File: src/gmm_ram.sv
// Generic single-write, single-read RAM with a registered read port.
// Depends on nothing.
module gmm_ram #(
    parameter int WIDTH = 16,
    parameter int DEPTH = 256
) (
    input  logic                     clk,
    input  logic                     we,
    input  logic [$clog2(DEPTH)-1:0] waddr,
    input  logic [WIDTH-1:0]         wdata,
    input  logic [$clog2(DEPTH)-1:0] raddr,
    output logic [WIDTH-1:0]         rdata
);

    logic [WIDTH-1:0] ram_reg [DEPTH];
    logic [WIDTH-1:0] rdata_reg;

    always_ff @(posedge clk)
    begin
        if (we)
        begin
            ram_reg[waddr] <= wdata;
        end
        rdata_reg <= ram_reg[raddr];
    end

    assign rdata = rdata_reg;

endmodule

File: config.mk
export PLATFORM = sky130hd
export DESIGN_NAME = gmm_ram
export DESIGN_NICKNAME = d
export VERILOG_FILES = /design/src/gmm_ram.sv
export SDC_FILE = /design/constraint.sdc
export NUM_CORES = 2
export LEC_CHECK = 0
export BUFFER_PORTS_ARGS = -buffer_cell sky130_fd_sc_hd__clkbuf_2
export CELL_PAD_IN_SITES_DETAIL_PLACEMENT = 1
export CELL_PAD_IN_SITES_GLOBAL_PLACEMENT = 1
export CORE_ASPECT_RATIO = 1.25
export CORE_MARGIN = 5
export CORE_UTILIZATION = 25
export DETAILED_ROUTE_END_ITERATION = 8
export GPL_TIMING_DRIVEN = 0
export HOLD_SLACK_MARGIN = 0.12
export PLACE_DENSITY = 0.4
export SLEW_MARGIN = 30
export SYNTH_ARGS = -nofsm -noshare
export SYNTH_HDL_FRONTEND = slang
export SYNTH_SLANG_ARGS = --single-unit
File: constraint.sdc
create_clock -name clk -period 4.8 [get_ports clk]
set_input_delay 0.48 -clock clk [delete_from_list [all_inputs] [get_ports clk]]
set_output_delay 0.48 -clock clk [all_outputs]
set_load 0.01 [all_outputs]
# Word level (Yosys, flattened, before mapping)
# Memories as Yosys holds them, arrays and structs flattened. A register that Yosys moved wholly into a read port is not among the register bits.
# Index checks and enable logic that the tools add are counted.
# totals
reg_bits	0
ram_bits	4096
output_inout_bits	16
wordCells	3
n_memories	1
# op_classes
muxes	2
# memory_table
memory	words	width	read_ports	rd_ports_with_merged_regs	wr	line_no	rtl
ram_reg	256	16	1	1	1	15	logic [WIDTH-1:0] ram_reg [DEPTH];
# ops
cell	n
$mux W1	2

# Depth between registers and ports, before layout
# depth
word_depth	2
mapped_depth	12
ltp_nobuf	6

# Worst setup path before layout
# Ideal clock, no wire load.
# synth_path
kind	in2reg
startpoint	input port waddr[3]
endpoint	memory ram_reg[235][0], enable pin
arrival_time_ns	2.257
t_required_ns	4.412
slack_ns	2.155
cell_stages	6
path_cell_list	clkbuf_1 nor2b_1 clkbuf_1 nand4_1 clkbuf_1 nor2_1
# synth_lines
item	line_no	rtl
start: declaration	9	input logic [$clog2(DEPTH)-1:0] waddr,
end: declaration	15	
# No word-level cell before the write port.

==> flow_metrics.env <==
export IMPL_place_ws_ns=-1.207
export IMPL_cp_data_required_time_ns=5.67
export IMPL_nFillCells=63080
export IMPL_critPathKind="primary input to register"
export IMPL_cts_buffer_depth=4
export IMPL_synth_nets=7394
export IMPL_final_nets=8179
export IMPL_post_route_util_pct=30.40
export IMPL_synth_edf_count=4096
export IMPL_ys_types=52
export IMPL_wl_met3_um=26380
export IMPL_synth_ff_type="edfxtp_1"
export IMPL_yosysWarnings=0
export IMPL_finalCritPeriodShare_pct=100.7
export IMPL_finalCriticalPeriod_ns=4.832
export IMPL_comb_power_share_pct=6.5
export IMPL_synth_area_mm2=0.1587
export IMPL_cap_violations=0
export IMPL_tightest_slew_ns=1.126
export IMPL_die_y_um=900.8
export IMPL_core_mm2=0.6338
export IMPL_totalWireLength_um=630400
export IMPL_internal_power_mw=60.28
export IMPL_power_frac_clock_pct=43.2
export IMPL_grt_pass1_vias=85610
export IMPL_antenna_found_initial=36
export IMPL_finalPower_mw=78.79
export IMPL_violations="negative setup slack"
export IMPL_fmax_ghz=0.2070
export IMPL_cts_htree_levels=5
export IMPL_skew_ns=0.06692
export IMPL_power_density_mw_per_mm2=408.9
export IMPL_ys_seq_elements=4112
export IMPL_syn_inst=7360
export IMPL_status="finished with violations"
export IMPL_cellLeakagePower_nw=59.36
export IMPL_clk_pin_slew_ns=0.06
export IMPL_synth_top_area_share_pct=77.50
export IMPL_max_vdd_ir_drop_uv=287.1
export IMPL_hold_end="ram_reg[207][12]"
export IMPL_seqPwrFrac_pct=50.3
export IMPL_floorplan_rows=327
export IMPL_met2_length_um=319900
export IMPL_r2r_start="ram_reg[139][15]"
export IMPL_grt_pass1_wl_um=824900
export IMPL_route_detailed_drc=0
export IMPL_final_area_mm2=0.1927
export IMPL_r2r_cells=7
export IMPL_p_switching_mw=18.51
export IMPL_largest_reg_flops=4096
export IMPL_r2r_end="rdata[15]"
export IMPL_arrival_ns=5.70
export IMPL_wl_met1_um=247900
export IMPL_synth_area_top_cells="edfxtp_1, mux4_2, mux2i_1"
export IMPL_grt_use_total_pct=18.93
export IMPL_timing_final_ws_setup_ns=-0.03208
export IMPL_die_x_um=722.7
export IMPL_cts_root_buf="clkbuf_16"
export IMPL_ant_nets=0
export IMPL_synth_avg_cell_area_um2=21.56
export IMPL_clk_latency_ns=1.06
export IMPL_post_cts_buffers=0
export IMPL_grt_overflow=0
export IMPL_via_per_inst=4.788
export IMPL_vias=81080
export IMPL_io_pins=50
export IMPL_cts_tree="built"
export IMPL_finalHoldViolCount=0
export IMPL_synth_top_cell_by_area="edfxtp_1"
export IMPL_area_growth_pct=21.39
export IMPL_slew_violations=0
export IMPL_port_buffers=39
export IMPL_layout_drive_gt1_share_pct=29.32
export IMPL_setup_violations=1
export IMPL_cts_num_sinks=4112
export IMPL_critPathCaptureType="register"
export IMPL_dr_pass1_iters=5
export IMPL_drt_initial_drc_count=7627
export IMPL_ys_seq_area_share_pct=77.70
export IMPL_r2r_slack_ns=1.21
export IMPL_path_max_fanout=10
export IMPL_die_area_mm2=0.6510
export IMPL_top_layer="met5"
export IMPL_rsz0062_at_grt="no"
export IMPL_post_dp_hpwl_um=456600
export IMPL_postPlaceCellArea_mm2=0.1782
export IMPL_final_common_cell="edfxtp_1"
export IMPL_whs_path_depth=3
export IMPL_layout_common_cells="edfxtp_1, mux4_2, mux2i_1"
export IMPL_cts_buffers=454
export IMPL_wl_per_cell_um=37.23
export IMPL_critPathLaunchType="primary input"
export IMPL_grt_max_degree=99
export IMPL_gp_congestion=1.020
export IMPL_holdCritPathClass="primary input to register"
export IMPL_switching_share_pct=23.49
export IMPL_ys_async_sr_fraction_pct=0
export IMPL_relSlewSlack_pct=24.34
export IMPL_hp_start="waddr[1]"
export IMPL_start_util_pct=25.04
## layout make-up
| cell class | count | area [um^2] | area share [%] |
|---|---|---|---|
| clock buffer | 562 | 11850 | 6.151 |
| buffer | 452 | 2865 | 1.487 |
| sequential | 4112 | 123300 | 64.00 |
| tap | 8389 | 10500 | 5.448 |
| timing repair buffer | 329 | 6424 | 3.334 |
| antenna | 17 | 42.54 | 0.02208 |
| clock inverter | 278 | 2416 | 1.254 |
| multi-input combinational | 2792 | 35240 | 18.29 |
| inverter | 4 | 15.01 | 0.007793 |
## worst max-delay path by stage
stage	start	to	slack, ns
finish	raddr[1]	rdata[3]	-0.03
global placement	raddr[2]	rdata[11]	-3.82
detailed placement	raddr[1]	rdata[11]	-1.21
floorplan	waddr[3]	ram_reg[235][0]	2.16
global route	raddr[1]	rdata[3]	0.15
CTS	raddr[1]	rdata[5]	0.01
## cells by family after synthesis
family	synth area share [%]
simple gates	1.574
flops	77.70
compound gates	3.537
buf+inv	1.693
mux	15.50
## Yosys cell counts (all sizes together), types with 38 or more instances
master	count
mux2	88
o22ai	148
nor3	92
o221ai	253
o21ai	38
a21oi	175
nor2	304
mux4	797
clkbuf	230
edfxtp	4096
mux2i	565
nand2	38
a22oi	43
buf	222
## layer usage
metal | vias up | global-route usage (%)
li1 | 33020 | -
met1 | 45010 | 22.90
met2 | 2223 | 33.33
met3 | 816 | 2.465
met4 | 8 | 8.924
met5 | - | 0
## power groups by stage
stage	logic (mW)	clock network, mW	registers (mW)
2_1_floorplan	1.95	0	40.4
3_3_place_gp	4.70	0	40.7
3_5_place_dp	5.20	0	40.4
4_1_cts	5.22	35.0	39.6
5_1_grt	5.26	36.4	39.6
6_report	5.11	34.1	39.6
## per-stage QoR
step                      instances  TNS [ns]  hold slack [ns]
after global placement        15790  -8715.66           0.8729
final                         16940  -0.03208           0.2989
after global routing          16920         0           0.2774
after detailed placement      16060    -13.22           0.8719
after floorplan                7360         0           0.5789
after CTS                     16920         0           0.1686
## repair_timing
item	4_1_cts	5_1_grt
hold buffers	16	0
setup endpoints to repair	1	0
hold endpoints to repair	870	0
resized for setup	1	0
## worst max-delay path: stages
cell,delay (ns)
buf_4,0.28
buf_4,0.40
buf_4,0.37
buf_2,0.73
clkbuf_1,0.68
mux4_2,0.37
o32ai_1,0.08
a21oi_1,0.73
nand4_1,0.49
nor4_2,0.93
(Power assumes the default switching activity.)
