===== src/gmm_pkg.sv =====
// Shared types, constants and helpers for the general matrix multiply block.
// Depends on nothing; the sequencer, MAC unit, top and checker import it.
package gmm_pkg;

    localparam int MAX_DIM    = 16;
    localparam int DATA_WIDTH = 16;
    localparam int FRAC_BITS  = 8;

    localparam int IDX_W       = $clog2(MAX_DIM);
    localparam int ADDR_W      = 2 * IDX_W;
    localparam int CELLS       = MAX_DIM * MAX_DIM;
    localparam int DIM_W       = 5;
    localparam int ACTION_W    = 3;
    localparam int CFG_INDEX_W = 3;
    localparam int CFG_DATA_W  = 16;
    localparam int SCALE_W     = 16;

    // Accumulator holds a sum of up to MAX_DIM full products.
    localparam int ACC_W       = 2 * DATA_WIDTH + $clog2(MAX_DIM);
    localparam int PROD_W      = SCALE_W + ACC_W;
    localparam int TOT_W       = PROD_W + 1;
    localparam int ROUND_SHIFT = 2 * FRAC_BITS;

    typedef enum logic [ACTION_W-1:0] {
        ACT_LOAD_A  = 3'd0,
        ACT_LOAD_B  = 3'd1,
        ACT_LOAD_C  = 3'd2,
        ACT_COMPUTE = 3'd3,
        ACT_READ_C  = 3'd4
    } action_t;

    typedef enum logic [CFG_INDEX_W-1:0] {
        REG_TRANSPOSE_A = 3'd0,
        REG_TRANSPOSE_B = 3'd1,
        REG_ROWS_M      = 3'd2,
        REG_COLS_N      = 3'd3,
        REG_INNER_K     = 3'd4,
        REG_ALPHA       = 3'd5,
        REG_BETA        = 3'd6
    } reg_index_t;

    typedef enum logic [1:0] {
        MUL_AB    = 2'd0,
        MUL_BETA  = 2'd1,
        MUL_ALPHA = 2'd2
    } mul_sel_t;

    // Control word from the sequencer to the arithmetic unit.
    typedef struct packed {
        logic     prod_load;
        mul_sel_t mul_sel;
        logic     acc_clear;
        logic     acc_add;
        logic     tot_load;
        logic     tot_add;
        logic     c_write;
    } gmm_ctrl_t;

    function automatic logic [DIM_W-1:0] clamp_dim(input logic [DIM_W-1:0] d);
        logic [DIM_W-1:0] lim;
        lim = DIM_W'(MAX_DIM);
        return (d > lim) ? lim : d;
    endfunction

endpackage


===== src/gmm_seq.sv =====
// Compute sequencer: walks i, j and k over the result region and drives the
// arithmetic unit one step at a time. Depends on gmm_pkg.
module gmm_seq
    import gmm_pkg::*;
(
    input  logic             clk,
    input  logic             rst_n,
    input  logic             start,
    input  logic [DIM_W-1:0] m_dim,
    input  logic [DIM_W-1:0] n_dim,
    input  logic [DIM_W-1:0] k_dim,
    output gmm_ctrl_t        ctrl,
    output logic [IDX_W-1:0] row_i,
    output logic [IDX_W-1:0] col_j,
    output logic [IDX_W-1:0] step_k,
    output logic             busy
);

    typedef enum logic [7:0] {
        ST_IDLE  = 8'b0000_0001,
        ST_FETCH = 8'b0000_0010,
        ST_MUL   = 8'b0000_0100,
        ST_ACC   = 8'b0000_1000,
        ST_BETA  = 8'b0001_0000,
        ST_ALPHA = 8'b0010_0000,
        ST_SUM   = 8'b0100_0000,
        ST_WRITE = 8'b1000_0000
    } state_t;

    state_t           state_reg, state_next;
    logic [IDX_W-1:0] i_reg, i_next;
    logic [IDX_W-1:0] j_reg, j_next;
    logic [IDX_W-1:0] k_reg, k_next;
    logic             last_i, last_j, last_k;

    assign last_i = (DIM_W'(i_reg) + DIM_W'(1)) == m_dim;
    assign last_j = (DIM_W'(j_reg) + DIM_W'(1)) == n_dim;
    assign last_k = (DIM_W'(k_reg) + DIM_W'(1)) == k_dim;

    always_comb
    begin
        state_next = state_reg;
        i_next     = i_reg;
        j_next     = j_reg;
        k_next     = k_reg;
        ctrl       = '0;
        ctrl.mul_sel = MUL_AB;
        case (state_reg)
            ST_IDLE:
            begin
                if (start)
                begin
                    i_next = '0;
                    j_next = '0;
                    k_next = '0;
                    ctrl.acc_clear = 1'b1;
                    if (m_dim != '0 && n_dim != '0)
                    begin
                        state_next = ST_FETCH;
                    end
                end
            end
            ST_FETCH:
            begin
                state_next = (k_dim == '0) ? ST_BETA : ST_MUL;
            end
            ST_MUL:
            begin
                ctrl.prod_load = 1'b1;
                ctrl.mul_sel   = MUL_AB;
                state_next     = ST_ACC;
            end
            ST_ACC:
            begin
                ctrl.acc_add = 1'b1;
                if (last_k)
                begin
                    k_next     = '0;
                    state_next = ST_BETA;
                end
                else
                begin
                    k_next     = k_reg + IDX_W'(1);
                    state_next = ST_FETCH;
                end
            end
            ST_BETA:
            begin
                ctrl.prod_load = 1'b1;
                ctrl.mul_sel   = MUL_BETA;
                state_next     = ST_ALPHA;
            end
            ST_ALPHA:
            begin
                ctrl.tot_load  = 1'b1;
                ctrl.prod_load = 1'b1;
                ctrl.mul_sel   = MUL_ALPHA;
                state_next     = ST_SUM;
            end
            ST_SUM:
            begin
                ctrl.tot_add = 1'b1;
                state_next   = ST_WRITE;
            end
            ST_WRITE:
            begin
                ctrl.c_write   = 1'b1;
                ctrl.acc_clear = 1'b1;
                state_next     = ST_FETCH;
                if (last_j)
                begin
                    j_next = '0;
                    if (last_i)
                    begin
                        state_next = ST_IDLE;
                    end
                    else
                    begin
                        i_next = i_reg + IDX_W'(1);
                    end
                end
                else
                begin
                    j_next = j_reg + IDX_W'(1);
                end
            end
            default:
            begin
                state_next = ST_IDLE;
            end
        endcase
    end

    always_ff @(posedge clk or negedge rst_n)
    begin
        if (!rst_n)
        begin
            state_reg <= ST_IDLE;
            i_reg     <= '0;
            j_reg     <= '0;
            k_reg     <= '0;
        end
        else
        begin
            state_reg <= state_next;
            i_reg     <= i_next;
            j_reg     <= j_next;
            k_reg     <= k_next;
        end
    end

    assign row_i  = i_reg;
    assign col_j  = j_reg;
    assign step_k = k_reg;
    assign busy   = (state_reg != ST_IDLE);

endmodule


===== config.mk =====
export PLATFORM = sky130hd
export DESIGN_NAME = gmm_seq
export DESIGN_NICKNAME = d
export VERILOG_FILES = /design/src/gmm_pkg.sv /design/src/gmm_seq.sv
export SDC_FILE = /design/constraint.sdc
export NUM_CORES = 1
export LEC_CHECK = 0
export ABC_AREA = 1
export BUFFER_PORTS_ARGS = -buffer_cell sky130_fd_sc_hd__clkbuf_2
export CAP_MARGIN = 20
export CELL_PAD_IN_SITES_DETAIL_PLACEMENT = 1
export CELL_PAD_IN_SITES_GLOBAL_PLACEMENT = 2
export CORE_UTILIZATION = 31
export CTS_CLUSTER_DIAMETER = 40
export DETAILED_ROUTE_END_ITERATION = 7
export PLACE_DENSITY = 0.83
export SYNTH_ARGS = -nofsm -noshare
export SYNTH_HDL_FRONTEND = slang
export SYNTH_SLANG_ARGS = --single-unit

===== constraint.sdc =====
create_clock -name clk -period 3 [get_ports clk]
set_input_delay 0.45 -clock clk [delete_from_list [all_inputs] [get_ports clk]]
set_output_delay 0.45 -clock clk [all_outputs]
set_load 0.005 [all_outputs]

Word-level counts from Yosys, hierarchy flattened. Index checks and enable logic that the tools add are counted.

Bits in registers: 20. Input bits: 18. Output and inout bits: 21. Logic and storage cells: 58.

$add $sub $neg: 6. Equal/unequal tests: 16. Muxes and demuxes: 22. Reductions and logical operators: 10.

Operators by type and width (count): 8-bit case mux with 8 select lines (1); 4-bit case mux with 2 select lines (3); 4-bit 2-to-1 mux (5); 8-bit 2-to-1 mux (2); 4-bit by 1-bit adder with 5-bit output, second input constant (3); 5-bit == test (3); 4-bit by 1-bit adder with 4-bit output, second input constant (3); 5-bit 2-to-1 mux (2); 5-bit nonzero test (2); 3-bit case mux with 3 select lines (1); 8-bit by 1-bit == test with 1-bit output, second input constant (1); 8-bit by 2-bit == test with 1-bit output, second input constant (1); 8-bit by 3-bit == test with 1-bit output, second input constant (1); 8-bit by 4-bit == test with 1-bit output, second input constant (1); 8-bit by 5-bit == test with 1-bit output, second input constant (1); 8-bit by 6-bit == test with 1-bit output, second input constant (1); 8-bit by 7-bit == test with 1-bit output, second input constant (1); 8-bit == test, second input constant (1); 2-bit != test, second input constant (4); 8-bit by 1-bit != test with 1-bit output, second input constant (1); 2-bit AND reduction (3); 5-bit logical NOT (1); 1-bit 2-to-1 mux (5); 2-bit 2-to-1 mux (2); other kinds (4) (5).

Longest topological paths before layout.
Depth in word-level cells: 5. Gate-level depth with buffers: 12. Mapped depth without buffers: 12.

Worst setup path after synthesis. No wires, ideal clock.

Path kind: reg-to-output. Start: register state_reg[0]. End: output port ctrl[7] (netlist name). Arrival time: 1.222 ns. Data required time: 2.550 ns. Path slack: 1.328 ns. Cell stages (with the launch flop): 6. Path buffers: 0. Cell sequence: dfstp_2 nor2_4 nand2_4 nor2_1 or2_1 or2_2.

RTL lines: start, declared (RTL line gmm_seq.sv:30) `state_t state_reg, state_next;`; start signal, assigned (RTL line gmm_seq.sv:145) `state_reg <= state_next;`; end, declared (RTL line gmm_seq.sv:12) `output gmm_ctrl_t ctrl,`.

==> metrics.cfg <==
[outcome]
outcome=finished, final reports clean

[floorplan]
die_h_um=72.4
rows=25
die_w_um=72.4
start_util_pct=32.3
dieArea_sq_mm=0.00525
ios=39
core_area_sq_mm=0.00475

[clocking]
cts-htree-levels=1
insertion_delay_ps=260
clk_pin_slew_worst_paths_ps=80
cts_hold_buf=0
clock_sinks=20
cts_resized=0
cts-root-buf=clkbuf_8
clockBufferDepth=2
cts_tree=yes
cts_setup_buffers=0
cts-buffers-inserted=3

[critical_path]
cp_data_arrival_time_ps=1640
start_kind=register
cp_max_fo=5
path_cells=nor2_4 > nand2_4 > nor2_1 > or2_1 > or2_2 > clkbuf_2
worst-endpoint-required_ps=2550
path_class=reg -> out
crit_family=simple AND/OR/NAND/NOR gates
crit_slowest_cell=dfstp_2
rrSetupSlack_ps=1190
crit_buf_inv=1
critPathCaptureType=primary output
cpPeakStageDelay_ps=560

[place]
placedCellCount=323
place_congestion=0.737
place_hpwl_um=3200
numPortBuffers=38
dpl_worst_slack_ps=1180

[global_routing]
grtUsageTotal_pct=14.9
grt_pass1_wl_um=6230
grt_max_degree=21
grt.overflow.total=0
antenna_found_initial=0
first_global_vias=1369

[min_path]
worstHoldPathType=in -> async

[routing]
drt_iter0_drc=36
firstDrtPassIters=4
postRouteAntennaNets=0
routed_wl_um=3720
drc=0
routed_via_density=4.57
dr_total_vias=1493
detail_route.wl_per_cell_um=11.4

[finish]
area_delta_synth_final_pct=22.0
drive_gt1_share_pct=27.3
finalNonFillerCells=327
largest_reg_flops=8
diodes=0
final_nets=282

[sta]
rsz0062_at_grt=false
min_period_ps=2090
fin_worst_skew_ps=9.77
drv_slew=0
hold_viol_final=0
post-route-period-util_pct=69.6
final.setup.worst_slack_ps=911
slew_headroom_pct=64.9
max_freq_mhz=479
worst_pin_slew_ps=526
setup_viol=0
fin_tns_setup_ps=0

[synth]
async_flop_share_pct=100
yosys_warnings=0
synth_edf_count=0
ys.flop_type=dfrtp_1
yosysTopAreaCellShare_pct=30.9
synth-seq-area-share_pct=32.6
syn_avg_cell_area_sq_um=7.02
synth_most_common_cell=nand2_1
yosys.area.top_type=dfrtp_1
ys_top_cells_by_area=dfrtp_1 (31%), nand2_1 (12%), inv_1 (8.5%)
netlist_instances=219
ys_seq_elements=20
yosysUniqueCellTypes=31
synthTopCellsByCount=nand2_1 (51), inv_1 (35), nor2_1 (27), nand3_1 (20), dfrtp_1 (19)
syn_nets=240
syn_area_sq_mm=0.00154

[run]
maxCapViolCount=0

[power]
irDropWorstVdd_v=0.000285
p_leak_uw=0.00101
total_power_uw=957
power_density_mw_per_mm2=510

-- layer usage --
| layer | share of wire [%] | track usage, % | vias to the layer above |
|---|---|---|---|
| met5 | 0 | 0 | - |
| met4 | 0.21 | 1.31 | 0 |
| met3 | 3.0 | 3.33 | 2 |
| met2 | 49 | 25.1 | 20 |
| met1 | 48 | 20.3 | 686 |
| li1 | - | - | 785 |
-- placed cells by master, fill, tap and decap left out, types with 3 or more instances in the layout --
| cell | netlist | layout |
|---|---|---|
| nor2_4 | 3 | 3 |
| nand3_4 | 3 | 3 |
| clkbuf_8 | 0 | 3 |
| nand3_1 | 20 | 20 |
| inv_1 | 35 | 35 |
| o21ai_0 | 4 | 4 |
| a21oi_1 | 4 | 4 |
| clkbuf_2 | 0 | 38 |
| nand2_1 | 51 | 51 |
| nand2_2 | 6 | 6 |
| dfrtp_1 | 19 | 19 |
| nor2_1 | 27 | 27 |
| nor2_2 | 3 | 3 |
| ha_1 | 3 | 3 |
| o22ai_1 | 5 | 5 |
| nand4_1 | 12 | 12 |
-- kinds of logic after synthesis --
| logic type | count (synthesis) | synth area share [%] |
|---|---|---|
| DFF | 20 | 32.6 |
| xor gates and xnor gates | 4 | 2.28 |
| AOI/OAI and AO/OA | 18 | 8.46 |
| buffers and inverters | 41 | 10.6 |
| adders and majority gates | 3 | 2.44 |
| and+or+nand+nor | 133 | 43.6 |
-- final cells by class --
cell class                 count  area, sq um
clock buffer                   3         41.3
clock inverter                 1         30.0
fill                         641         2880
inverter                      40          155
multi-input combinational    158          873
sequential                    20          502
tap                           67         83.8
timing repair buffer          38          190
-- worst register-to-register path, stage by stage, from the launching register on --
cell	delay, ps
dfrtp_1	450
ha_1	360
xnor2_1	140
nand2_1	80
nor2_2	90
nand2_2	70
o21bai_4	240
nand3_4	130
nand2_1	80
nand2_1	50
-- final timing paths --
check,start,to,cells after the start
setup reg to reg,col_j[0],row_i[3],9
hold / removal,rst_n,state_reg[5],1
setup / recovery,state_reg[0],ctrl[7],6
min in group clk,start,step_k[1],4
max in group asynchronous,rst_n,state_reg[0],1
hold reg to reg,row_i[1],row_i[1],2
-- power breakdown --
| group | switching [uW] | internal (uW) |
|---|---|---|
| clock | 91.2 | 178 |
| combinational | 223 | 136 |
| sequential | 30.3 | 298 |
-- stage by stage --
step                      area [sq um]  hold slack, ps  util, %
after floorplan                   1540             154        -
after global placement            1800             447     37.9
after detailed placement          1800             455     37.9
after CTS                         1880             165     39.4
after global routing              1880             178     39.4
final                             1880             150     39.4
(Power assumes the default switching activity.)
