$ cat config.mk
export PLATFORM = sky130hd
export DESIGN_NAME = gmm_mac_unit
export DESIGN_NICKNAME = d
export VERILOG_FILES = /design/src/gmm_pkg.sv /design/src/gmm_mac_unit.sv
export SDC_FILE = /design/constraint.sdc
export NUM_CORES = 2
export LEC_CHECK = 0
export ABC_AREA = 0
export BUFFER_PORTS_ARGS = -buffer_cell sky130_fd_sc_hd__buf_4
export CORE_MARGIN = 5
export CORE_UTILIZATION = 40
export CTS_CLUSTER_DIAMETER = 100
export DETAILED_ROUTE_END_ITERATION = 12
export PLACE_DENSITY = 0.65
export SETUP_SLACK_MARGIN = 0.2
export SYNTH_ARGS = -nofsm -noshare
export SYNTH_HDL_FRONTEND = slang
export SYNTH_SLANG_ARGS = --single-unit
export TNS_END_PERCENT = 100
$ cat constraint.sdc
create_clock -name clk -period 9.2 [get_ports clk]
set_input_delay 2.3 -clock clk [delete_from_list [all_inputs] [get_ports clk]]
set_output_delay 2.3 -clock clk [all_outputs]
set_load 0.02 [all_outputs]
$ cat src/gmm_pkg.sv
// Shared types, constants and helpers for the general matrix multiply block.
// Depends on nothing; the sequencer, MAC unit, top and checker import it.
package gmm_pkg;

    localparam int MAX_DIM    = 16;
    localparam int DATA_WIDTH = 16;
    localparam int FRAC_BITS  = 8;

    localparam int IDX_W       = $clog2(MAX_DIM);
    localparam int ADDR_W      = 2 * IDX_W;
    localparam int CELLS       = MAX_DIM * MAX_DIM;
    localparam int DIM_W       = 5;
    localparam int ACTION_W    = 3;
    localparam int CFG_INDEX_W = 3;
    localparam int CFG_DATA_W  = 16;
    localparam int SCALE_W     = 16;

    // Accumulator holds a sum of up to MAX_DIM full products.
    localparam int ACC_W       = 2 * DATA_WIDTH + $clog2(MAX_DIM);
    localparam int PROD_W      = SCALE_W + ACC_W;
    localparam int TOT_W       = PROD_W + 1;
    localparam int ROUND_SHIFT = 2 * FRAC_BITS;

    typedef enum logic [ACTION_W-1:0] {
        ACT_LOAD_A  = 3'd0,
        ACT_LOAD_B  = 3'd1,
        ACT_LOAD_C  = 3'd2,
        ACT_COMPUTE = 3'd3,
        ACT_READ_C  = 3'd4
    } action_t;

    typedef enum logic [CFG_INDEX_W-1:0] {
        REG_TRANSPOSE_A = 3'd0,
        REG_TRANSPOSE_B = 3'd1,
        REG_ROWS_M      = 3'd2,
        REG_COLS_N      = 3'd3,
        REG_INNER_K     = 3'd4,
        REG_ALPHA       = 3'd5,
        REG_BETA        = 3'd6
    } reg_index_t;

    typedef enum logic [1:0] {
        MUL_AB    = 2'd0,
        MUL_BETA  = 2'd1,
        MUL_ALPHA = 2'd2
    } mul_sel_t;

    // Control word from the sequencer to the arithmetic unit.
    typedef struct packed {
        logic     prod_load;
        mul_sel_t mul_sel;
        logic     acc_clear;
        logic     acc_add;
        logic     tot_load;
        logic     tot_add;
        logic     c_write;
    } gmm_ctrl_t;

    function automatic logic [DIM_W-1:0] clamp_dim(input logic [DIM_W-1:0] d);
        logic [DIM_W-1:0] lim;
        lim = DIM_W'(MAX_DIM);
        return (d > lim) ? lim : d;
    endfunction

endpackage

$ cat src/gmm_mac_unit.sv
// Shared multiplier with accumulator, scaling sum and Q8.8 round/saturate.
// Depends on gmm_pkg; steered by the control word from gmm_seq.
module gmm_mac_unit
    import gmm_pkg::*;
(
    input  logic                         clk,
    input  gmm_ctrl_t                    ctrl,
    input  logic signed [DATA_WIDTH-1:0] a_data,
    input  logic signed [DATA_WIDTH-1:0] b_data,
    input  logic signed [DATA_WIDTH-1:0] c_data,
    input  logic signed [SCALE_W-1:0]    alpha,
    input  logic signed [SCALE_W-1:0]    beta,
    output logic        [DATA_WIDTH-1:0] value,
    output logic                         clip
);

    localparam int SCALED_W = TOT_W - ROUND_SHIFT;
    localparam logic signed [TOT_W-1:0] ROUND_BIAS = TOT_W'(1) << (ROUND_SHIFT - 1);
    localparam logic [DATA_WIDTH-1:0] SAT_MAX = {1'b0, {(DATA_WIDTH-1){1'b1}}};
    localparam logic [DATA_WIDTH-1:0] SAT_MIN = {1'b1, {(DATA_WIDTH-1){1'b0}}};

    logic signed [SCALE_W-1:0]  mul_a;
    logic signed [ACC_W-1:0]    mul_b;
    logic signed [PROD_W-1:0]   prod_w;
    logic signed [PROD_W-1:0]   prod_reg;
    logic signed [ACC_W-1:0]    acc_reg, acc_next;
    logic signed [TOT_W-1:0]    tot_reg, tot_next;
    logic signed [SCALED_W-1:0] scaled;
    logic [SCALED_W-DATA_WIDTH:0] upper;

    always_comb
    begin
        case (ctrl.mul_sel)
            MUL_AB:
            begin
                mul_a = SCALE_W'(a_data);
                mul_b = ACC_W'(b_data);
            end
            MUL_BETA:
            begin
                mul_a = beta;
                mul_b = ACC_W'(c_data);
            end
            MUL_ALPHA:
            begin
                mul_a = alpha;
                mul_b = acc_reg;
            end
            default:
            begin
                mul_a = '0;
                mul_b = '0;
            end
        endcase
    end

    assign prod_w = mul_a * mul_b;

    always_comb
    begin
        acc_next = acc_reg;
        if (ctrl.acc_clear)
        begin
            acc_next = '0;
        end
        else if (ctrl.acc_add)
        begin
            acc_next = acc_reg + ACC_W'(prod_reg);
        end
    end

    // The beta term is placed at the alpha term's binary point before the sum.
    always_comb
    begin
        tot_next = tot_reg;
        if (ctrl.tot_load)
        begin
            tot_next = TOT_W'(prod_reg) <<< FRAC_BITS;
        end
        else if (ctrl.tot_add)
        begin
            tot_next = tot_reg + TOT_W'(prod_reg) + ROUND_BIAS;
        end
    end

    always_ff @(posedge clk)
    begin
        if (ctrl.prod_load)
        begin
            prod_reg <= prod_w;
        end
        acc_reg <= acc_next;
        tot_reg <= tot_next;
    end

    // Arithmetic shift is the floor; out of range when the top bits disagree.
    assign scaled = tot_reg[TOT_W-1:ROUND_SHIFT];
    assign upper  = scaled[SCALED_W-1:DATA_WIDTH-1];
    assign clip   = !((&upper) || (~|upper));
    assign value  = clip ? (scaled[SCALED_W-1] ? SAT_MIN : SAT_MAX)
                         : scaled[DATA_WIDTH-1:0];

endmodule

* After elaboration in Yosys (flattened, before gate mapping)
Index checks and enable logic that the tools add are counted.
** Cells by class
- Add/subtract/negate cells :: 3
- $mul :: 1
- Equal/unequal tests :: 2
- Muxes and demuxes :: 6
- Reduce and logical (&&, ||, !) cells :: 7
** Operators by type and width (count)
- $pmux 36 s3 :: 1
- $mux 53 :: 2
- $add 53x17->53 const B :: 1
- $add 53x52->53 :: 1
- $mul 16x36->52 :: 1
- $pmux 16 s3 :: 1
- $add 36x36->36 :: 1
- $mux 16 :: 2
- $reduce_and 22->1 :: 1
- $reduce_or 22->1 :: 1
- $eq 2x1->1 const B :: 1
- $eq 2x2->1 const B :: 1
- $logic_not 1->1 :: 2
- $logic_not 2->1 :: 1
- $reduce_bool 2->1 :: 1
- $logic_or 1x1->1 :: 1
** Word-level totals
- Register bits after elaboration :: 141
- Logic and storage cells :: 23

* Logic depth before layout (Yosys ltp)
- Depth in word-level cells :: 4
- Depth in mapped cells :: 31
- Depth with buffers taken out :: 28

* Least setup slack after synthesis
OpenSTA, ideal clock, no wires.
- Path kind :: input-to-reg
- Start :: input port ctrl[6] (netlist name)
- End :: register prod_reg[48] (data pin)
- Data arrival time :: 9.224 ns
- Required time :: 8.941 ns
- Setup slack :: -0.283 ns
- Cell stages on the path :: 28
- Cells stage by stage :: clkbuf_1 buf_1 buf_1 mux2i_1 nor2_1 a21oi_1 nor2_1 fa_1 inv_1 fa_1 fa_1 fa_1 inv_1 fa_1 inv_1 fa_1 inv_1 ha_1 nand2_1 nor3_1 a21oi_1 o311a_1 nor4_1 o21ai_0 a21oi_1 a21o_1 a21oi_1 xnor2_1
** On the way
- Cells in the longest elaborated chain, start to end :: 3
- Elaborated cells between the ends (all ways) :: 6
- Classes of those cells :: mul (1); eq/ne (2); mux (2); reduce/logical (1)
** RTL lines
- start, declared :: line gmm_mac_unit.sv:7 : input gmm_ctrl_t ctrl,
- $eq 2x2->1, or another cell as far along :: line gmm_mac_unit.sv:33 : case (ctrl.mul_sel)
- $pmux 16 s3 / $pmux 36 s3 (equally long branches) :: line gmm_mac_unit.sv:33
- $mul 16x36->52 (*) :: line gmm_mac_unit.sv:57 : assign prod_w = mul_a * mul_b;
- named net prod_w[48] :: line gmm_mac_unit.sv:24 : logic signed [PROD_W-1:0] prod_w;
- end signal, assigned :: line gmm_mac_unit.sv:90 : prod_reg <= prod_w;
- end, declared :: line gmm_mac_unit.sv:25 : logic signed [PROD_W-1:0] prod_reg;
Mark *: on every way through the listed nets, which the timed path passes. The rest lies on a longest branch.
A chain may end at the register's enable or synchronous reset.

* Final worst setup path
- Start :: input port ctrl[5] (netlist name)
- End :: register prod_reg[50] (data pin)
Same word-level chain as after synthesis.

==> flow_metrics.py <==
metrics = {
    "routing": {
        "routed-via-count": 26500,
        "dr.pass1.iters": 5,
        "drc": 0,
        "routed_wl_mm": 94.1,
        "wl_per_cell_um": 18.7,
        "viasPerCell": 5.26,
        "drtAntennaViolNets": 0,
        "drt_iter0_drc": 2112,
    },
    "clock_tree": {
        "htreeDepth": 4,
        "numCtsBuffers": 17,
        "cts_root_buf": "clkbuf_16",
        "cts_tree": "done",
        "clock_latency_ns": 0.44,
        "cts_num_sinks": 141,
        "clock_tree.buffer_depth": 2,
        "path_clk_slew_ns": 0.07,
    },
    "floorplanning": {
        "core_mm2": 0.0772,
        "die_h_um": 288,
        "dieArea_mm2": 0.0832,
        "die-width_um": 288,
        "start_util_pct": 40.1,
        "pin_count": 106,
        "fp-row-count": 102,
    },
    "setup_path": {
        "crit_path_start_kind": "input port",
        "cp_max_fo": 9,
        "cpPeakStageDelay_ns": 0.52,
        "cp_data_arrival_time_ns": 8.94,
        "crit_buf_inv": 9,
        "path_common_cell": "fa_1",
        "critical_path.top_delay_family": "adder cells",
        "worstSetupEndpointType": "register",
        "cpMaxStageDelayCell": "fa_1",
        "setup.worst_path.class": "input port to register",
        "cp_data_required_time_ns": 9.38,
    },
    "grt": {
        "grt_overflow": 0,
        "antenna_found_initial": 0,
        "grt_pass1_vias": 26600,
        "grt_max_degree": 59,
        "grt.total_usage_pct": 22.5,
        "grt_pass1_wl_mm": 147,
    },
    "timing": {
        "setup_viol": 0,
        "final.period_utilization_pct": 95.1,
        "finalHoldViolations": 0,
        "fin_skew_ns": 0.00974,
        "slew_viol_final": 0,
        "setup_slack_ns": 0.447,
        "worstMarginPinSlew_ns": 1.16,
        "fmax_mhz": 114,
        "relSlewSlack_pct": 22.4,
        "tns_ns": 0,
        "rsz0062_at_grt": "true",
        "post-route-min-period_ns": 8.75,
    },
    "cells_and_area": {
        "fillers": 7395,
        "drive_gt1_share_pct": 15.6,
        "final_nets": 4868,
        "area_growth_pct": 18.8,
        "largest_register_ffs": 53,
        "antennaDiodeCount": 0,
        "fin_util_pct": 47.7,
    },
    "yosys": {
        "syn_area_mm2": 0.0310,
        "async_flop_share_pct": 0,
        "ys_ff_latch": 141,
        "synth-seq-area-share_pct": 12.2,
        "synthCells": 3605,
        "syn_area_per_cell_um2": 8.60,
        "synth_flop_cell": "edfxtp_1",
        "synth_edf_count": 97,
        "yosysUniqueCellTypes": 75,
        "yosysWarnings": 0,
        "syn_nets": 4498,
    },
    "min_path": {
        "hold_path_class": "register to register",
    },
    "placed_design": {
        "io_buffer_count": 104,
        "gp_congestion": 0.958,
        "pre_cts_ws_ns": -0.463,
        "hpwl_mm": 80.2,
    },
    "run_status": {
        "outcome": "completed",
    },
    "flow_run": {
        "drv_cap": 0,
    },
}
## tightest hold or removal path: cells and delay by family (launching register included)
family | cells | cell delay [ns]
AND/OR/NAND/NOR | 1 | 0.08
flip-flops | 1 | 0.32
AO/OA/AOI/OAI | 1 | 0.05
## cell usage after synthesis (4+ instances only)
cell type / number / area [um2]
inv_1: 648 / 2430
fa_1: 544 / 10900
nand2_1: 438 / 1640
nor2_1: 405 / 1520
ha_1: 260 / 3250
a21oi_1: 207 / 1040
clkbuf_1: 138 / 518
o21ai_0: 125 / 626
a21o_1: 123 / 923
edfxtp_1: 97 / 2910
xnor2_1: 79 / 692
mux2i_1: 56 / 561
xor2_1: 50 / 438
dfxtp_1: 44 / 881
nand3_1: 34 / 170
a211oi_1: 26 / 195
nor3_1: 25 / 125
nand2b_1: 24 / 150
nand4_1: 22 / 138
o21a_1: 22 / 165
o21bai_1: 19 / 143
a31oi_1: 18 / 113
and2_1: 17 / 106
nor2b_1: 17 / 106
or2_2: 11 / 68.8
and3_1: 9 / 56.3
buf_1: 9 / 33.8
nor4_1: 9 / 56.3
o211ai_1: 8 / 60.1
o21ai_1: 8 / 40.0
o31ai_1: 8 / 60.1
or3_1: 8 / 50.1
or4_1: 7 / 52.6
a21boi_0: 6 / 45.0
a22o_1: 6 / 52.6
a32o_1: 6 / 60.1
buf_2: 6 / 30.0
o31a_1: 5 / 43.8
nand3b_1: 4 / 30.0
## timing repair
| action | in CTS | in global routing |
|---|---|---|
| setup endpoints to repair | 3 | 14 |
| gates cloned | 0 | 3 |
| setup buffers | 0 | 4 |
| hold buffers | 0 | 0 |
| resized for setup | 2 | 62 |
| pin swaps | 0 | 10 |
## cells in the final DEF (no fill, tap or decap), types with 50 or more instances in the layout
cell type	n
ha_1	259
o21ai_0	115
fa_1	543
nor2_1	400
nand2_1	437
xor2_1	50
mux2i_1	53
edfxtp_1	97
a21oi_1	182
inv_1	648
xnor2_1	79
a21o_1	114
buf_4	464
## through the flow
stage,instance area (um2),hold slack (ns),std cells
6_report,36800,0.494,5028
5_1_grt,36800,0.516,5028
4_1_cts,36500,0.497,5021
3_5_place_dp,35900,0.489,4989
3_3_place_gp,35900,0.478,4989
2_1_floorplan,31100,0.463,3605
## cell families after synthesis
group,after synthesis,share of synthesized area (%)
multiplexers,56,1.81
AND/OR/NAND/NOR,1043,14.2
flip-flops,141,12.2
adder cells (fa/ha/maj),804,45.6
buffers and inverters,804,9.77
AO/OA/AOI/OAI,628,12.8
XOR/XNOR,129,3.65
## layer usage
metal	up-vias	part of all wire, %	global-route usage [%]
li1	12200	-	-
met1	13100	43	31.6
met2	946	47	36.8
met3	153	7.2	2.83
met4	0	3.2	6.33
met5	-	0	0
## area by class of cell
class	instances	area, um2	share of cell area, %
Multi-Input combinational cell	2660	24500	66.4
Timing Repair Buffer	505	4270	11.6
Sequential cell	141	3790	10.3
Inverter	650	2440	6.63
Tap cell	1040	1300	3.53
Clock buffer	17	425	1.16
Clock inverter	15	149	0.404
## worst paths after layout
check                           startpoint           end  slack [ns]  cells after the start
worst max register to register  acc_reg[5]  prod_reg[33]        2.20                     31
worst max-delay path               ctrl[5]  prod_reg[50]        0.45                     28
worst min-delay path            tot_reg[3]    tot_reg[3]        0.49                      2
worst min register to register  tot_reg[3]    tot_reg[3]        0.49                      2
Power is left out: the tool's default activity adds up to more than one toggle a clock period on the data nets, which glitch-free logic cannot reach.
